**config.mk**
```make
export PLATFORM = sky130hd
export DESIGN_NAME = sfkh_canon_flat
export DESIGN_NICKNAME = d
export VERILOG_FILES = /design/src/hdl/sfkh_pkg.sv /design/src/hdl/sfkh_if.sv /design/src/hdl/sfkh_canon.sv /design/src/flat_wrapper.sv
export SDC_FILE = /design/constraint.sdc
export NUM_CORES = 1
export LEC_CHECK = 0
export BUFFER_PORTS_ARGS = -buffer_cell sky130_fd_sc_hd__buf_2
export CORE_AREA = 2 2 298 300
export CTS_CLUSTER_SIZE = 20
export DETAILED_ROUTE_END_ITERATION = 7
export DIE_AREA = 0 0 300 302
export GPL_TIMING_DRIVEN = 1
export HOLD_SLACK_MARGIN = 0.03
export MAX_ROUTING_LAYER = met4
export PLACE_DENSITY_LB_ADDON = 0.08
export SYNTH_ARGS = -nofsm -noshare
export SYNTH_HDL_FRONTEND = slang
export SYNTH_SLANG_ARGS = --single-unit
```
**constraint.sdc**
```tcl
create_clock -name clk -period 19.1 [get_ports clk]
set_clock_uncertainty 0.1 [all_clocks]
set_input_delay 0.955 -clock clk [delete_from_list [all_inputs] [get_ports clk]]
set_output_delay 0.955 -clock clk [all_outputs]
set_load 0.02 [all_outputs]
```
**src/hdl/sfkh_pkg.sv**
```systemverilog
// ----------------------------------------------------------------------------
// sfkh_pkg
// Shared types, constants and fold functions for the symmetric flow key hash.
// ----------------------------------------------------------------------------
package sfkh_pkg;

  localparam int ADDR_W = 64;
  localparam int PORT_W = 16;
  localparam int PROTO_W = 8;
  localparam int HASH_W = 64;
  localparam int WORD_W = 32;

  // value slots: family, four source words, four destination words,
  // source port, destination port, protocol
  localparam int NUM_SLOTS = 12;
  localparam int FOLDS_PER_STAGE = 2;
  localparam int NUM_STAGES = NUM_SLOTS / FOLDS_PER_STAGE;

  localparam logic [HASH_W-1:0] GOLDEN_ADD = 64'h0000_0000_9e37_79b9;

  typedef struct packed {
    logic [HASH_W-1:0]                 h;
    logic [NUM_SLOTS-1:0][WORD_W-1:0]  vals;
    logic [NUM_SLOTS-1:0]              act;
    logic                              swapped;
  } stage_t;

  function automatic logic [WORD_W-1:0] bswap32(input logic [WORD_W-1:0] w);
    return {w[7:0], w[15:8], w[23:16], w[31:24]};
  endfunction

  function automatic logic [HASH_W-1:0] fold(input logic [HASH_W-1:0] h,
                                             input logic [WORD_W-1:0] v);
    logic [HASH_W-1:0] sum;
    sum = {{(HASH_W-WORD_W){1'b0}}, v} + GOLDEN_ADD + (h << 6) + (h >> 2);
    return h ^ sum;
  endfunction

endpackage

```
**src/hdl/sfkh_if.sv**
```systemverilog
// ----------------------------------------------------------------------------
// sfkh_if
// Valid/ready channels for the flow key and the resulting hash.
// ----------------------------------------------------------------------------
interface sfkh_key_if;
  import sfkh_pkg::*;

  logic               valid;
  logic               ready;
  logic               addr_is_v6;
  logic [ADDR_W-1:0]  src_addr_hi;
  logic [ADDR_W-1:0]  src_addr_lo;
  logic [ADDR_W-1:0]  dst_addr_hi;
  logic [ADDR_W-1:0]  dst_addr_lo;
  logic [PORT_W-1:0]  src_l4_port;
  logic [PORT_W-1:0]  dst_l4_port;
  logic [PROTO_W-1:0] proto_num;

  modport source (output valid, addr_is_v6, src_addr_hi, src_addr_lo, dst_addr_hi,
                  dst_addr_lo, src_l4_port, dst_l4_port, proto_num, input ready);
  modport sink   (input valid, addr_is_v6, src_addr_hi, src_addr_lo, dst_addr_hi,
                  dst_addr_lo, src_l4_port, dst_l4_port, proto_num, output ready);
endinterface


```
**src/hdl/sfkh_canon.sv**
```systemverilog
// ----------------------------------------------------------------------------
// sfkh_canon
// Orders the endpoints and registers the canonical key as a list of fold values.
// ----------------------------------------------------------------------------
module sfkh_canon (
  input  logic            clk,
  input  logic            rst,
  sfkh_key_if.sink        key,
  input  logic            down_ready,
  output logic            out_valid,
  output sfkh_pkg::stage_t out_data
);
  import sfkh_pkg::*;

  logic                v6;
  logic [ADDR_W-1:0]   sh, sl, dh, dl;
  logic [ADDR_W-1:0]   csh, csl, cdh, cdl;
  logic [PORT_W-1:0]   csp, cdp;
  logic                less, equal, keep;
  logic                adv;
  stage_t              data_next;

  assign v6 = key.addr_is_v6;
  assign sh = v6 ? key.src_addr_hi : '0;
  assign dh = v6 ? key.dst_addr_hi : '0;
  assign sl = v6 ? key.src_addr_lo : {{(ADDR_W-WORD_W){1'b0}}, key.src_addr_lo[WORD_W-1:0]};
  assign dl = v6 ? key.dst_addr_lo : {{(ADDR_W-WORD_W){1'b0}}, key.dst_addr_lo[WORD_W-1:0]};

  assign less  = {sh, sl} < {dh, dl};
  assign equal = {sh, sl} == {dh, dl};
  assign keep  = less || (equal && (key.src_l4_port <= key.dst_l4_port));

  assign csh = keep ? sh : dh;
  assign csl = keep ? sl : dl;
  assign cdh = keep ? dh : sh;
  assign cdl = keep ? dl : sl;
  assign csp = keep ? key.src_l4_port : key.dst_l4_port;
  assign cdp = keep ? key.dst_l4_port : key.src_l4_port;

  always_comb begin
    data_next.h        = '0;
    data_next.swapped  = !keep;
    data_next.vals[0]  = {{(WORD_W-1){1'b0}}, v6};
    data_next.vals[1]  = v6 ? bswap32(csh[63:32]) : csl[WORD_W-1:0];
    data_next.vals[2]  = bswap32(csh[31:0]);
    data_next.vals[3]  = bswap32(csl[63:32]);
    data_next.vals[4]  = bswap32(csl[31:0]);
    data_next.vals[5]  = v6 ? bswap32(cdh[63:32]) : cdl[WORD_W-1:0];
    data_next.vals[6]  = bswap32(cdh[31:0]);
    data_next.vals[7]  = bswap32(cdl[63:32]);
    data_next.vals[8]  = bswap32(cdl[31:0]);
    data_next.vals[9]  = {{(WORD_W-PORT_W){1'b0}}, csp};
    data_next.vals[10] = {{(WORD_W-PORT_W){1'b0}}, cdp};
    data_next.vals[11] = {{(WORD_W-PROTO_W){1'b0}}, key.proto_num};
    data_next.act      = '1;
    data_next.act[2]   = v6;
    data_next.act[3]   = v6;
    data_next.act[4]   = v6;
    data_next.act[6]   = v6;
    data_next.act[7]   = v6;
    data_next.act[8]   = v6;
  end

  assign adv       = !out_valid || down_ready;
  assign key.ready = adv;

  always_ff @(posedge clk) begin
    if (rst) begin
      out_valid <= 1'b0;
    end else if (adv) begin
      out_valid <= key.valid;
    end
  end

  always_ff @(posedge clk) begin
    if (adv && key.valid) begin
      out_data <= data_next;
    end
  end

endmodule

```
**src/flat_wrapper.sv**
```systemverilog
// flat-port wrapper written by rule: the top's interface ports become plain ports
module sfkh_canon_flat import sfkh_pkg::*;
  (clk, rst, down_ready, out_valid, out_data, key_valid, key_addr_is_v6, key_src_addr_hi, key_src_addr_lo, key_dst_addr_hi, key_dst_addr_lo, key_src_l4_port, key_dst_l4_port, key_proto_num, key_ready);
  sfkh_key_if key_i ();
  input  logic clk;
  input  logic rst;
  input  logic down_ready;
  output logic out_valid;
  output sfkh_pkg::stage_t out_data;
  input wire logic [$bits(key_i.valid)-1:0] key_valid;
  input wire logic [$bits(key_i.addr_is_v6)-1:0] key_addr_is_v6;
  input wire logic [$bits(key_i.src_addr_hi)-1:0] key_src_addr_hi;
  input wire logic [$bits(key_i.src_addr_lo)-1:0] key_src_addr_lo;
  input wire logic [$bits(key_i.dst_addr_hi)-1:0] key_dst_addr_hi;
  input wire logic [$bits(key_i.dst_addr_lo)-1:0] key_dst_addr_lo;
  input wire logic [$bits(key_i.src_l4_port)-1:0] key_src_l4_port;
  input wire logic [$bits(key_i.dst_l4_port)-1:0] key_dst_l4_port;
  input wire logic [$bits(key_i.proto_num)-1:0] key_proto_num;
  output wire logic [$bits(key_i.ready)-1:0] key_ready;
  assign key_i.valid = key_valid;
  assign key_i.addr_is_v6 = key_addr_is_v6;
  assign key_i.src_addr_hi = key_src_addr_hi;
  assign key_i.src_addr_lo = key_src_addr_lo;
  assign key_i.dst_addr_hi = key_dst_addr_hi;
  assign key_i.dst_addr_lo = key_dst_addr_lo;
  assign key_i.src_l4_port = key_src_l4_port;
  assign key_i.dst_l4_port = key_dst_l4_port;
  assign key_i.proto_num = key_proto_num;
  assign key_ready = key_i.ready;
  sfkh_canon u_core (.clk(clk), .rst(rst), .key(key_i), .down_ready(down_ready), .out_valid(out_valid), .out_data(out_data));
endmodule
```
## Word-level counts from Yosys, hierarchy flattened

Index checks and enable logic that the tools add are counted.

| cells by class | value |
|---|---|
| magnitude comparators | 2 |
| equal/unequal tests | 1 |
| multiplexer cells | 12 |
| reductions and logical operators | 6 |

Operators with widths:

| operator | count |
|---|---|
| 64-bit 2-to-1 mux | 8 |
| 128-bit equality test | 1 |
| 128-bit < comparator | 1 |
| 32-bit 2-to-1 mux | 2 |
| 16-bit 2-to-1 mux | 2 |
| 16-bit <= comparator | 1 |
| 1-bit logical AND | 2 |
| 1-bit zero test | 2 |
| 1-bit logical OR | 2 |

| storage, ports and cells | value |
|---|---|
| bits in registers | 300 |
| input port bits | 301 |
| output and inout port bits | 463 |
| logic and storage cells | 36 |

## Longest topological paths before layout

| logic depth | value |
|---|---|
| word-level depth | 6 |
| mapped depth | 17 |
| mapped depth without buffers | 11 |

## Least setup slack after synthesis

No wires, ideal clock.

| timing path | value |
|---|---|
| path kind | input-to-reg |
| start point | input down_ready |
| end point | register, netlist name u_core.out_data[0] |
| setup time | 0.696 ns |
| arrival time | 8.008 ns |
| slack | 10.296 ns |
| cell stages on the path | 2 |
| buffers on the path | 0 |
| path through | nand2b_1 > and2_1 |

| on the way | value |
|---|---|
| word-level cells in the longest chain between the ends | 2 |

RTL lines:

| item | line | source |
|---|---|---|
| start, declared | flat_wrapper.sv:7 | `input logic down_ready;` |
| 1-bit logical OR | sfkh_canon.sv:64 | `assign adv = !out_valid \|\| down_ready;` |
| 1-bit logical AND | sfkh_canon.sv:76 | `if (adv && key.valid) begin` |

Every way passes these cells.
A chain may end at the register's enable or synchronous reset.

## Worst setup path in the final report

| timing path | value |
|---|---|
| start point | input key_addr_is_v6 |
| end point | register, netlist name u_core.out_data[141] |

| on the way | value |
|---|---|
| word-level cells in the longest chain between the ends | 5 |
| elaborated cells on any way between the ends | 9 |
| those cells by class | 1 x order compare; 1 x eq/ne; 5 x mux; 2 x reduce/logical |

RTL lines:

| item | line | source |
|---|---|---|
| start, declared | flat_wrapper.sv:11 | `input wire logic [$bits(key_i.addr_is_v6)-1:0] key_addr_is_v6;` |
| branches (longest 3 deep; another with 128-bit < comparator) | -- |  |
| 1-bit logical OR * | sfkh_canon.sv:31 | `assign keep = less \|\| (equal && (key.src_l4_port <= key.dst_l4_port));` |
| 64-bit 2-to-1 mux * | sfkh_canon.sv:34 | `assign csl = keep ? sl : dl;` |
| named net u_core.csl[24] | sfkh_canon.sv:17 | `logic [ADDR_W-1:0] csh, csl, cdh, cdl;` |

Mark *: on every way through the listed nets, which the timed path passes.

==> impl_metrics.py <==
metrics = {
    "status": {
        "status": "finished clean",
    },
    "drt": {
        "viasPerCell": 4.21,
        "drcViolationCount": 0,
        "wire_per_inst_um": 21.0,
        "num_vias": 14800,
        "drt-initial-drc-count": 629,
        "finalWirelength_um": 74000,
        "drt_first_pass_iters": 5,
        "detail-route-antenna-nets": 0,
    },
    "worst_setup_path": {
        "slowest_stage": "buf_4",
        "critical_path.startpoint_type": "primary input",
        "crit_chain": "buf_6 -> buf_4 -> nand2_1 -> ha_1 -> nand4_1 -> nor4_1 -> nand4_1 -> or3_1 -> o21ai_4 -> buf_4 -> buf_4 -> buf_4 -> mux2_2",
        "worstRegToRegCells": 4,
        "endpoint_kind": "flop",
        "cp_slowest_stage_delay_ps": 1000,
        "crit_required_ps": 19330,
        "critPathKind": "in -> reg",
        "cp_common_cell": "buf_4",
        "path_max_fanout": 84,
        "critPathArrivalTime_ps": 7870,
        "r2r_start": "u_core.out_valid",
        "startpoint": "key_addr_is_v6",
    },
    "global_route": {
        "grt_pass1_wl_um": 104000,
        "grt-ovfl-total": 0,
        "antenna_found_initial": 13,
        "grt_pass1_vias": 15000,
        "grt.total_usage": 0.160,
        "grt_max_degree": 85,
    },
    "timing": {
        "tightest_slew_ps": 1170,
        "slew_viol_final": 0,
        "hold_slack_ps": 423,
        "fin_setup_tns_ps": 0,
        "max_freq_mhz": 131,
        "finalSetupViolCount": 0,
        "rsz0062_at_grt": "false",
        "max-slew-margin-rel": 0.217,
        "fin_crit_sh": 0.400,
        "fin_crit_ps": 7640,
        "hold_viol_final": 0,
    },
    "placed_design": {
        "dpl-instance-area_um2": 22800,
        "dp_hpwl_um": 57100,
        "place.gp.congestion": 0.799,
        "io_buffer_count": 606,
    },
    "clock_network": {
        "htreeDepth": 2,
        "post_cts_buffers": 0,
        "hold_buffers": 0,
        "cts_resized": 0,
        "cts_tree": "yes",
        "clk_pin_slew_ps": 60,
        "cts_buffers": 43,
        "cts_sinks": 299,
        "worstSkewPairLatency_ps": 570,
        "cts_buffer_depth": 3,
        "cts_root_buffer": "clkbuf_16",
    },
    "floorplan": {
        "die_w_um": 300,
        "num_rows": 109,
        "core-area_um2": 87600,
        "die_area_um2": 90600,
        "die_y_um": 302,
        "io_pins": 764,
        "initial_core_util": 0.219,
    },
    "layout": {
        "num-nets-final": 2755,
        "design_area_um2": 24200,
        "fillers": 9381,
        "final_util": 0.276,
        "area_growth_pct": 26.0,
        "multi_input_comb_area_um2": 8610,
        "regArea_um2": 8970,
        "drive_above_1_share": 0.342,
    },
    "yosys": {
        "async_reset_ff_frac": 0,
        "synth.top_cell.area_share": 0.467,
        "syn_area_um2": 19200,
        "synthCells": 1725,
        "synth-seq-cells": 299,
        "syn-mean-instance-area_um2": 11.1,
        "yosys_warnings": 0,
        "synth_top_area_cell": "edfxtp_1",
        "ys_types": 48,
        "synth-main-ff-cell": "edfxtp_1",
        "synth_area_leaders": "edfxtp_1 (47%), ha_1 (9.4%), mux2i_1 (8.4%)",
        "synth_seq_area_share": 0.468,
        "synth-edff-count": 298,
    },
    "min_path": {
        "worstHoldPathCells": 2,
        "hp-start": "u_core.out_valid",
        "min_path_type": "reg -> reg",
    },
    "run": {
        "cap_violations": 0,
    },
    "power_and_ir_drop": {
        "ir_drop_mv": 0.0530,
        "p_total_mw": 2.16,
        "powerDensity_nw_per_um2": 89.4,
        "p_leak_nw": 11.7,
    },
}
==> area by class of cell <==
cell class	instances	area share
Clock inverter	26	0.00979
Sequential cell	299	0.371
Multi-Input combinational cell	1195	0.356
Tap cell	1165	0.0603
Antenna cell	9	0.000932
Clock buffer	54	0.0475
Inverter	148	0.0230
Timing Repair Buffer	623	0.131
==> worst paths after layout <==
| kind | to | slack (ps) |
|---|---|---|
| setup / recovery | u_core.out_data[141] | 11460 |
| setup reg to reg | u_core.out_data[267] | 15810 |
| hold / removal | u_core.out_valid | 420 |
| hold reg to reg | u_core.out_valid | 420 |
==> routing by layer <==
metal  vias up  wire length, µm  GRT usage
met3        84             4590     0.0354
li1       7115                -          -
met2       513            38200      0.283
met5         -                0          -
met4         0             1750     0.0427
met1      7089            29500      0.181
==> power breakdown <==
part           total [mW]  leakage, nW  switching, mW  internal, mW
Combinational       0.530         8.04          0.341         0.188
Clock               0.805        0.675          0.325         0.479
Sequential          0.825         2.93         0.0173         0.808
Total                2.16         11.7          0.684          1.48
==> cells in the mapped netlist, drive strengths merged (33+ instances only) <==
| master | instances |
|---|---|
| a21oi | 112 |
| clkbuf | 45 |
| and2 | 34 |
| inv | 148 |
| buf | 193 |
| ha | 144 |
| nand2 | 229 |
| nand4 | 33 |
| mux2i | 160 |
| a21boi | 33 |
| mux2 | 97 |
| edfxtp | 298 |
| and3 | 33 |
==> flip-flops by register name, summed over array words and instances (netlist names) <==
name and flops:
u_core.out_valid 1, u_core.out_data 298
==> metrics by stage <==
stage / cells / worst slack, ps
detailed placement: 3430 / 10590
floorplan: 1880 / 10300
global placement: 3430 / 10600
global route: 3518 / 10810
finish: 3519 / 11460
CTS: 3510 / 11220
==> cells in the final DEF (no fill, tap or decap), types with 12 or more instances in the layout <==
cell type  Yosys  layout
mux2_2        79      79
nand4_1       33      33
o21ai_0       20      20
nor2_1        18      18
edfxtp_1     298     298
and2_1        34      33
clkbuf_16      0      44
conb_1         2     157
mux2i_1      160     160
ha_1         144     144
nor3_1        12      12
buf_2          2     605
mux2_1        18      18
inv_1        148     147
nand2_1      229     229
nand3_1       13      13
and3_1        33      33
clkinv_1       0      12
a21oi_1      112     112
o221a_2       31      31
buf_4        179      17
a21boi_0      33      33
==> kinds of logic (layout without fill, tap and decap cells) <==
logic type | Yosys count | in the layout | synth area share
AO/OA/AOI/OAI | 238 | 238 | 0.0842
adder cells (fa/ha/maj) | 144 | 144 | 0.0939
buffers and inverters | 386 | 851 | 0.115
flip-flops | 299 | 299 | 0.468
multiplexers | 259 | 259 | 0.143
other | 2 | 166 | 0.000392
AND/OR/NAND/NOR | 397 | 397 | 0.0964
==> worst max-delay path: cells and delay by family <==
kind | cells | cell delay [ps]
multiplexers | 1 | 420
buffers and inverters | 5 | 3600
adder cells (fa/ha/maj) | 1 | 380
AND/OR/NAND/NOR | 5 | 2100
AO/OA/AOI/OAI | 1 | 80
(Power assumes the default switching activity.)
