===== src/hdl/sfkh_pkg.sv =====
// ----------------------------------------------------------------------------
// sfkh_pkg
// Shared types, constants and fold functions for the symmetric flow key hash.
// ----------------------------------------------------------------------------
package sfkh_pkg;

  localparam int ADDR_W = 64;
  localparam int PORT_W = 16;
  localparam int PROTO_W = 8;
  localparam int HASH_W = 64;
  localparam int WORD_W = 32;

  // value slots: family, four source words, four destination words,
  // source port, destination port, protocol
  localparam int NUM_SLOTS = 12;
  localparam int FOLDS_PER_STAGE = 2;
  localparam int NUM_STAGES = NUM_SLOTS / FOLDS_PER_STAGE;

  localparam logic [HASH_W-1:0] GOLDEN_ADD = 64'h0000_0000_9e37_79b9;

  typedef struct packed {
    logic [HASH_W-1:0]                 h;
    logic [NUM_SLOTS-1:0][WORD_W-1:0]  vals;
    logic [NUM_SLOTS-1:0]              act;
    logic                              swapped;
  } stage_t;

  function automatic logic [WORD_W-1:0] bswap32(input logic [WORD_W-1:0] w);
    return {w[7:0], w[15:8], w[23:16], w[31:24]};
  endfunction

  function automatic logic [HASH_W-1:0] fold(input logic [HASH_W-1:0] h,
                                             input logic [WORD_W-1:0] v);
    logic [HASH_W-1:0] sum;
    sum = {{(HASH_W-WORD_W){1'b0}}, v} + GOLDEN_ADD + (h << 6) + (h >> 2);
    return h ^ sum;
  endfunction

endpackage


===== src/hdl/sfkh_stage.sv =====
// ----------------------------------------------------------------------------
// sfkh_stage
// One pipeline stage: folds the two leading values into the hash, skipping inactive ones.
// ----------------------------------------------------------------------------
module sfkh_stage (
  input  logic             clk,
  input  logic             rst,
  input  logic             in_valid,
  input  sfkh_pkg::stage_t in_data,
  output logic             in_ready,
  output logic             out_valid,
  output sfkh_pkg::stage_t out_data,
  input  logic             down_ready
);
  import sfkh_pkg::*;

  stage_t data_next;

  always_comb begin
    logic [HASH_W-1:0] h;
    h = in_data.h;
    for (int i = 0; i < FOLDS_PER_STAGE; i++) begin
      if (in_data.act[i]) begin
        h = fold(h, in_data.vals[i]);
      end
    end
    data_next.h       = h;
    data_next.vals    = in_data.vals >> (FOLDS_PER_STAGE * WORD_W);
    data_next.act     = in_data.act >> FOLDS_PER_STAGE;
    data_next.swapped = in_data.swapped;
  end

  assign in_ready = !out_valid || down_ready;

  always_ff @(posedge clk) begin
    if (rst) begin
      out_valid <= 1'b0;
    end else if (in_ready) begin
      out_valid <= in_valid;
    end
  end

  always_ff @(posedge clk) begin
    if (in_ready && in_valid) begin
      out_data <= data_next;
    end
  end

endmodule


===== config.mk =====
export PLATFORM = sky130hd
export DESIGN_NAME = sfkh_stage
export DESIGN_NICKNAME = d
export VERILOG_FILES = /design/src/hdl/sfkh_pkg.sv /design/src/hdl/sfkh_stage.sv
export SDC_FILE = /design/constraint.sdc
export NUM_CORES = 1
export LEC_CHECK = 0
export ABC_CLOCK_PERIOD_IN_PS = 15600
export BUFFER_PORTS_ARGS = -buffer_cell sky130_fd_sc_hd__buf_4
export CAP_MARGIN = 15
export CORE_AREA = 2 2 360 362
export DETAILED_ROUTE_END_ITERATION = 8
export DIE_AREA = 0 0 362 364
export GPL_TIMING_DRIVEN = 0
export PLACE_DENSITY = 0.41
export SYNTH_ARGS = -nofsm -noshare
export SYNTH_HDL_FRONTEND = slang
export SYNTH_SLANG_ARGS = --single-unit

===== constraint.sdc =====
create_clock -name clk -period 15.6 [get_ports clk]
set_input_delay 3.12 -clock clk [delete_from_list [all_inputs] [get_ports clk]]
set_output_delay 3.12 -clock clk [all_outputs]
set_load 0.02 [all_outputs]

# --- Yosys cells after proc, flatten, opt, wreduce, memory -nomap -nowiden ---
# Index checks and enable logic that the tools add are counted.
classes:
  addsub: 6
  multipliers: 0
  div_mod_pow: 0
  n_lt_le_gt_ge: 0
  n_eq_ne: 0
  n_shift: 0
  muxes: 2
  bitwise_logic: 2
  reduce_logical: 3
ops:
  columns: ["op", "count"]
  rows:
  - ["33-bit by 64-bit adder with 64-bit output", 2]
  - ["64-bit by 62-bit adder with 64-bit output", 2]
  - ["64-bit two-way mux", 2]
  - ["64-bit XOR", 2]
  - ["32-bit by 32-bit adder with 33-bit output, second input constant", 2]
  - ["1-bit logical AND", 1]
  - ["1-bit zero test", 1]
  - ["1-bit logical OR", 1]
totals:
  ff_bits: 396
  latch_bits: 0
  ramBits: 0
  mem_bits_ro: 0
  input_bits: 465
  out_inout_bits: 463
  mem_count: 0

# --- Longest topological paths before layout ---
# Gate-level depths: netlist of the first run.
logic_depth:
  ltp_word: 9
  mapped_depth: 34
  depth_no_buf: 33

# --- Worst setup path after synthesis of the first run ---
# Ideal clock, no wire load.
synth_path:
  path_kind: "in2reg"
  startpoint: "in down_ready"
  endpoint: "reg out_data[0] in the netlist's numbering (enable)"
  t_arrival_ps: 12347
  setup_slack_ps: 2446
  path_stages: 2
  path_cell_list: "nand2b_1 -> and2_1"
synth_via:
  elab_chain_len: 2
synth_lines:
  columns: ["item", "line_no", "rtl"]
  rows:
  - ["start, declared", "sfkh_stage.sv:13", "input logic down_ready"]
  - ["1-bit logical OR", "sfkh_stage.sv:33", "assign in_ready = !out_valid || down_ready;"]
  - ["1-bit logical AND", "sfkh_stage.sv:44", "if (in_ready && in_valid) begin"]
  - ["end signal, assigned", "sfkh_stage.sv:45", "out_data <= data_next;"]
  - ["end, declared", "sfkh_stage.sv:12", "output sfkh_pkg::stage_t out_data,"]
# No other way between the ends.
# A chain may end at the register's enable or synchronous reset.

==> results.cfg, run 1 <==
[sta]
rsz0062_at_grt = false
tns_ps = 0
hold_ws_ps = 542
setup_viol = 0
fmax_mhz = 93.2
period_share_pct = 68.8
hold_viol_final = 0
final.min_clock_period_ps = 10730
tightestPinTransition_ps = 988
relSlewSlack_pct = 34.1
drv_slew = 0
clock_skew_ps = 22.6

[die]
dieArea_um2 = 132000
placeableCoreArea_um2 = 128000
start_util_pct = 20.4
dieWidth_um = 362
rows = 132
die_y_um = 364
ios = 928

[logic_synthesis]
synth_cells = 2293
yosysTopAreaCell = edfxtp_1
synth.area.top_cells = edfxtp_1 45%, ha_1 15%, xnor2_1 4.5%
yosysWarnings = 0
synth_seq_cells = 396
synthDistinctLibCells = 86
netlist.area_leader.share_pct = 45.4
synth_edf_count = 395
synth_area_um2 = 26100
async_flop_share_pct = 0
ys_seq_area_share_pct = 45.4
synth_area_per_cell_um2 = 11.4
synth_ff_type = edfxtp_1

[power]
pwr_density_cell_nw_per_um2 = 181
combPwrFrac_pct = 60.2
pwr-share-clk_pct = 18.1
power.internal_w = 0.00364
swShare_pct = 45.4
p_seq_share_pct = 21.8
power.leakage_nw = 16.9
ir_drop_v = 0.0000741
switchingPower_w = 0.00302

[setup_path]
crit_top_cell = ha_1
worst_ep_required_time_ps = 15980
slowest_delay_ps = 550
slowest_stage = a21boi_0
cp_max_fo = 7
end_kind = flip-flop
crit_path_start_kind = primary input
cp.arrival_ps = 11110
critPathKind = primary input to flip-flop

[final_layout]
drive_gt1_share_pct = 32.0
fin_nets = 4117
final_core_util_pct = 28.7
area_growth_pct = 41.0
stdcell_count = 5013

[placement]
port_buffers = 861
dpl.hpwl_um = 117000
place_congestion = 0.864
numPlacedInstances = 4901

[clocking]
numCtsBuffers = 52
post_cts_resized = 0
clk_pin_slew_ps = 60
post_cts_buffers = 0
ctsHoldBuffers = 0
cts_buffer_depth = 3
clk_latency_ps = 660
cts_tree = built
numClockSinks = 396
h-tree-depth = 2
root_buffer = clkbuf_16

[detailed_routing]
drt_iter0_drc = 1451
via_per_inst = 4.29
drt_wl_total_um = 136000
vias = 21500
drt-wirelength-per-cell_um = 27.1
dr.pass1.iters = 5
drcViolationCount = 0
drtAntennaViolNets = 0

[run]
drv_cap = 0

[hold_path]
min_path_type = flip-flop to flip-flop

[global_routing]
antenna_found_initial = 33
grt_usage_pct = 19.7
grt_pass1_wl_um = 178000
grt_pass1_vias = 21600
grt_overflow = 0
grt_max_degree = 65

[status]
status = completed
metrics by stage:
| stage | area, um^2 | setup WS, ps | total power, W |
|---|---|---|---|
| CTS | 36800 | 4870 | 0.00674 |
| global route | 36800 | 4330 | 0.00719 |
| detailed placement | 35100 | 4140 | 0.00546 |
| finish | 36900 | 4870 | 0.00666 |
| global placement | 35000 | -3530 | 0.00552 |
| floorplan | 26400 | 2450 | 0.00419 |
layout by cell type (no fill, tap or decap), types with 52 or more instances in the layout:
master       n
nand2_1    181
a21oi_1    138
o21ai_0     80
clkbuf_16   52
xnor2_1    135
xor2_1      66
nor2_1      81
a21o_1      96
edfxtp_1   395
buf_4      927
fa_1        52
inv_1      226
ha_1       320
conb_1      66
layout make-up:
class / count / area [um^2]
multi-input cells: 1608 / 12900
repair buffers: 868 / 6660
plain buffers: 127 / 757
clock inverters: 31 / 327
flip-flops and latches: 396 / 11900
clock buffers: 64 / 1350
fillers: 13600 / 91500
well taps: 1675 / 2100
diodes: 17 / 42.5
inverters: 227 / 852
worst max-delay path: cells and delay by family:
family                   cells  cell delay, ps
AO/OA/AOI/OAI               11            2860
XOR/XNOR                     4            1210
adder cells (fa/ha/maj)      7            2220
buffers and inverters        4             570
AND/OR/NAND/NOR              6            1100
synthesized netlist by cell type, types with 10 or more instances:
library cell,n
nor3_1,28
and3_1,20
fa_1,52
xnor2_1,135
nand3_1,36
nor2_1,81
a21oi_1,138
o21bai_1,27
buf_2,13
inv_1,226
nand4_1,28
nand2_1,181
nand2b_1,19
a211oi_1,12
edfxtp_1,395
a31oi_1,17
o21ai_0,80
ha_1,320
and2_1,10
or3_1,10
nor2b_1,14
xor2_1,66
o21a_1,17
a21o_1,96
buf_4,66
clkbuf_1,38
sequential cells by signal (all words and copies together), names as in the netlist:
register   count
out_data     395
out_valid      1
power by group through the flow:
stage | Clock (W) | Sequential [W] | Combinational (W)
CTS | 0.00126 | 0.00145 | 0.00402
detailed placement | 0 | 0.00147 | 0.00399
global placement | 0 | 0.00151 | 0.00401
global route | 0.00129 | 0.00146 | 0.00443
floorplan | 0 | 0.00166 | 0.00254
finish | 0.00120 | 0.00145 | 0.00401
cells by family (layout without fill, tap and decap cells):
group | after synthesis | count (layout) | share of synthesized area (%)
AO/OA/AOI/OAI | 491 | 491 | 12.7
AND/OR/NAND/NOR | 460 | 460 | 8.43
flip-flops | 396 | 396 | 45.4
adder cells (fa/ha/maj) | 372 | 372 | 19.3
buffers and inverters | 354 | 1317 | 6.15
XOR/XNOR | 212 | 212 | 7.69
multiplexers | 7 | 7 | 0.273
other | 1 | 83 | 0.0143
routing by layer:
layer,track usage [%],routed length [um]
met1,23.5,53700
met2,34.0,66500
met3,3.85,9110
met4,9.30,6270
met5,1.74,51
worst paths after layout:
| path | end | from | cells after the start | slack (ps) |
|---|---|---|---|---|
| worst min-delay path | out_valid | out_valid | 2 | 540 |
| worst max register to register | out_data[73] | out_valid | 5 | 13430 |
| worst min register to register | out_valid | out_valid | 2 | 540 |
| worst max-delay path | out_data[452] | in_data[401] | 32 | 4870 |
(Power assumes the default switching activity.)
==> run 2: changes to the inputs <==
ABC_CLOCK_PERIOD_IN_PS = 10860   (was 15600)
clock period = 10.86 ns   (was 15.6 ns; I/O delays follow)
==> run 2 against run 1 <==
Critical path depth unchanged; highest routed layer unchanged; clock power up 51%; clock-buffer cell count down 7; worst setup slack worse by 3800 ps; critical endpoint unchanged.
==> results.cfg, run 2 (same netlist as run 1, synthesis figures left out) <==
[clocking]
clk_latency_ps = 650
h-tree-depth = 2
clk_pin_slew_ps = 60
cts_buffer_depth = 3
numClockSinks = 396
post_cts_resized = 0
post_cts_buffers = 0
cts_tree = built
ctsHoldBuffers = 0
numCtsBuffers = 51
root_buffer = clkbuf_16

[global_routing]
grt_usage_pct = 19.9
grt_overflow = 0
grt_pass1_wl_um = 180000
grt_pass1_vias = 21600
antenna_found_initial = 40
grt_max_degree = 63

[setup_path]
crit_path_start_kind = primary input
cp.arrival_ps = 10180
slowest_delay_ps = 510
slowest_stage = a21boi_0
end_kind = flip-flop
critPathKind = primary input to flip-flop
worst_ep_required_time_ps = 11230
cp_max_fo = 7
crit_top_cell = ha_1

[status]
status = completed

[sta]
setup_ws_ps = 1040
hold_viol_final = 0
tightestPinTransition_ps = 1030
final.min_clock_period_ps = 9820
rsz0062_at_grt = false
relSlewSlack_pct = 31.6
drv_slew = 0
setup_viol = 0
clock_skew_ps = 30.0
fmax_mhz = 102
tns_ps = 0
period_share_pct = 90.4

[die]
start_util_pct = 20.4
dieWidth_um = 362
die_y_um = 364
dieArea_um2 = 132000
ios = 928
placeableCoreArea_um2 = 128000
rows = 132

[final_layout]
multi_input_area_um2 = 12900
fin_nets = 4115
area_growth_pct = 41.0
regMostFlops = out_data
reg.largest.list = out_data: 395 flops, out_valid: 1 flops
layout_commonest_cell = buf_4
nFillCells = 13600
largest_register_ffs = 395
drive_gt1_share_pct = 32.1
final_cell_mix = 927 x buf_4, 395 x edfxtp_1, 320 x ha_1
final_cell_area_um2 = 36900
regArea_um2 = 11900

[detailed_routing]
drt_wl_total_um = 136000
vias = 21400
drt-wirelength-per-cell_um = 27.2
drtAntennaViolNets = 0
drcViolationCount = 0
dr.pass1.iters = 4
via_per_inst = 4.28
drt_iter0_drc = 1266

[power]
ir_drop_v = 0.000135
pwr_density_cell_nw_per_um2 = 262
p_seq_share_pct = 21.5
power.internal_w = 0.00528
switchingPower_w = 0.00439
combPwrFrac_pct = 59.7
swShare_pct = 45.4
pwr-share-clk_pct = 18.8
power.leakage_nw = 16.9

[run]
drv_cap = 0

[placement]
place_congestion = 0.869
dp_slack_ps = 321
dpl.hpwl_um = 117000
port_buffers = 861
place_area_um2 = 35100

[hold_path]
min_path_type = flip-flop to flip-flop
run 2: changes by cell type in the layout (fill, tap and decap cells not counted), sizes merged:
cell	previous run	this run
clkbuf	103	96
diode	17	10
clkinv	19	23
clkinvlp	7	3
bufinv	4	7
inv	228	230
buf	956	955
run 2: power by group through the flow:
stage	sequential, W	combinational [W]	clock, W
CTS	0.00208	0.00579	0.00189
detailed placement	0.00211	0.00574	0
global placement	0.00214	0.00578	0
floorplan	0.00236	0.00365	0
global route	0.00210	0.00640	0.00193
finish	0.00208	0.00577	0.00181
run 2: layout make-up:
cell class              instances  share of cell area, %
diodes                         10                 0.0679
plain buffers                 127                   2.05
clock buffers                  57                   3.52
clock inverters                36                   1.18
inverters                     227                   2.31
multi-input cells            1608                   35.0
flip-flops and latches        396                   32.2
well taps                    1675                   5.68
repair buffers                867                   18.0
run 2: worst paths after layout:
path	from	endpoint	slack (ps)	depth (start not counted)
setup / recovery	in_data[401]	out_data[452]	1040	32
hold / removal	out_valid	out_valid	640	2
setup reg to reg	out_valid	out_data[407]	8090	5
hold reg to reg	out_valid	out_valid	640	2
run 2: metal layers:
metal | track usage, % | routed length [um] | vias to the layer above
li1 | - | - | 10100
met1 | 23.7 | 54700 | 10400
met2 | 35.1 | 67700 | 719
met3 | 4.74 | 9160 | 139
met4 | 6.12 | 4430 | 20
met5 | 0 | 120 | -
run 2: per-stage QoR:
stage | power, W | instances | hold slack (ps) | util (%)
detailed placement | 0.00785 | 4900 | 634 | 27.4
floorplan | 0.00601 | 2358 | 729 | -
global route | 0.0104 | 4995 | 649 | 28.7
CTS | 0.00976 | 4993 | 644 | 28.7
finish | 0.00967 | 5003 | 640 | 28.7
global placement | 0.00791 | 4894 | 605 | 27.2
run 2: critical path, delay by kind of cell:
kind,cells,cell delay (ps)
AOI/OAI and AO/OA,11,2890
and+or+nand+nor,6,1120
buffers and inverters,4,560
xor gates and xnor gates,4,1200
adders and majority gates,7,2240
==> run 3: changes to the inputs <==
GPL_TIMING_DRIVEN = not set   (was 0)
==> run 3 against run 2 <==
Sequential power about the same; non-clock buffer count fell by 120; sequential cell count is the same; power decreased by 2.0%; critical path depth unchanged; combinational power fell by 1%; core utilization is 0.72 points lower; clock power down 7%; final cell count shrank 2.4%; maximum frequency increased by 3.2%.
==> results.cfg, run 3 (same netlist as run 1, synthesis figures left out) <==
[final_layout]
area_growth_pct = 37.5
layout_commonest_cell = buf_4
regMostFlops = out_data
stdcell_count = 4881
drive_gt1_share_pct = 30.8
reg.largest.list = out_data: 395 flops, out_valid: 1 flops
final_cell_mix = 872 x buf_4, 395 x edfxtp_1, 320 x ha_1
largest_register_ffs = 395
fin_nets = 3997
final_cell_area_um2 = 36000
nFillCells = 13500

[clocking]
root_buffer = clkbuf_16
post_cts_resized = 0
numClockSinks = 396
post_cts_buffers = 0
cts_buffer_depth = 3
cts_tree = built
ctsHoldBuffers = 0
h-tree-depth = 2
clk_pin_slew_ps = 60
clk_latency_ps = 640
numCtsBuffers = 53

[setup_path]
r2r_cells = 4
cp.arrival_ps = 9880
worst_ep_required_time_ps = 11230
reg2reg_slack_ps = 8050
slowest_delay_ps = 460
critPathKind = primary input to flip-flop
crit_top_cell = ha_1
crit_path_start_kind = primary input
cp_max_fo = 7
end_kind = flip-flop
slowest_stage = xnor2_1

[hold_path]
holdPathStages = 2
min_path_type = flip-flop to flip-flop

[placement]
dpl.hpwl_um = 114000
place_congestion = 0.867
numPlacedInstances = 4780
place_area_um2 = 34300
port_buffers = 861

[sta]
clock_skew_ps = 16.9
tns_ps = 0
drv_slew = 0
tightestPinTransition_ps = 994
setup_viol = 0
relSlewSlack_pct = 33.7
rsz0062_at_grt = false
hold_viol_final = 0
period_share_pct = 87.6
hold_ws_ps = 611
final.min_clock_period_ps = 9510
fmax_mhz = 105

[die]
dieArea_um2 = 132000
die_y_um = 364
dieWidth_um = 362
rows = 132
start_util_pct = 20.4
ios = 928
placeableCoreArea_um2 = 128000

[power]
power_w = 0.00947
pwr_density_cell_nw_per_um2 = 263
power.leakage_nw = 16.4
ir_drop_v = 0.000133

[detailed_routing]
drtAntennaViolNets = 0
via_per_inst = 4.35
drt_wl_total_um = 133000
vias = 21200
dr.pass1.iters = 7
drt_iter0_drc = 1537
drt-wirelength-per-cell_um = 27.3
drcViolationCount = 0

[global_routing]
grt_max_degree = 141
antenna_found_initial = 45
grt_usage_pct = 19.4
grt_overflow = 0
grt_pass1_wl_um = 177000
grt_pass1_vias = 21300

[status]
status = completed

[run]
drv_cap = 0
## run 3: worst paths after layout
| check | from | end |
|---|---|---|
| setup / recovery | in_data[401] | out_data[456] |
| hold / removal | out_valid | out_valid |
| setup reg to reg | out_valid | out_data[238] |
| hold reg to reg | out_valid | out_valid |
## run 3: metal layers
layer	global-route usage [%]	wire length (um)	share of wire, %	vias up
met5	0	331	0.25	-
met4	5.06	3510	2.6	52
met3	5.16	9790	7.3	162
met2	34.7	67000	50	782
met1	22.9	52700	40	10300
li1	-	-	-	9880
## run 3: layout make-up
cell class	count	area [um^2]	share of cell area, %
antenna	8	20.0	0.0557
clock buffer	62	1360	3.78
clock inverter	31	262	0.727
inverter	227	852	2.37
multi-input combinational	1608	12900	35.9
sequential	396	11900	33.0
tap	1675	2100	5.83
timing repair buffer	874	6590	18.3
## run 3: metrics by stage
step / utilization [%] / setup WS (ps)
after detailed placement: 26.7 / 659
after floorplan: - / 2340
after global placement: 26.7 / 615
after CTS: 28.0 / 1320
after global routing: 28.0 / 918
final: 28.0 / 1350
## run 3: power breakdown
| part | leakage, nW | switching, W | internal [W] |
|---|---|---|---|
| clock network | 0.779 | 0.000745 | 0.000943 |
| logic | 11.7 | 0.00347 | 0.00222 |
| registers | 3.83 | 0.0000743 | 0.00202 |
## run 3: worst max-delay path: cells and delay by family
kind                       cells  cell delay [ps]
AOI/OAI and AO/OA             13             2980
xor gates and xnor gates       3              730
adders and majority gates      7             2220
buffers and inverters          3              380
muxes                          1              250
and+or+nand+nor                5             1120
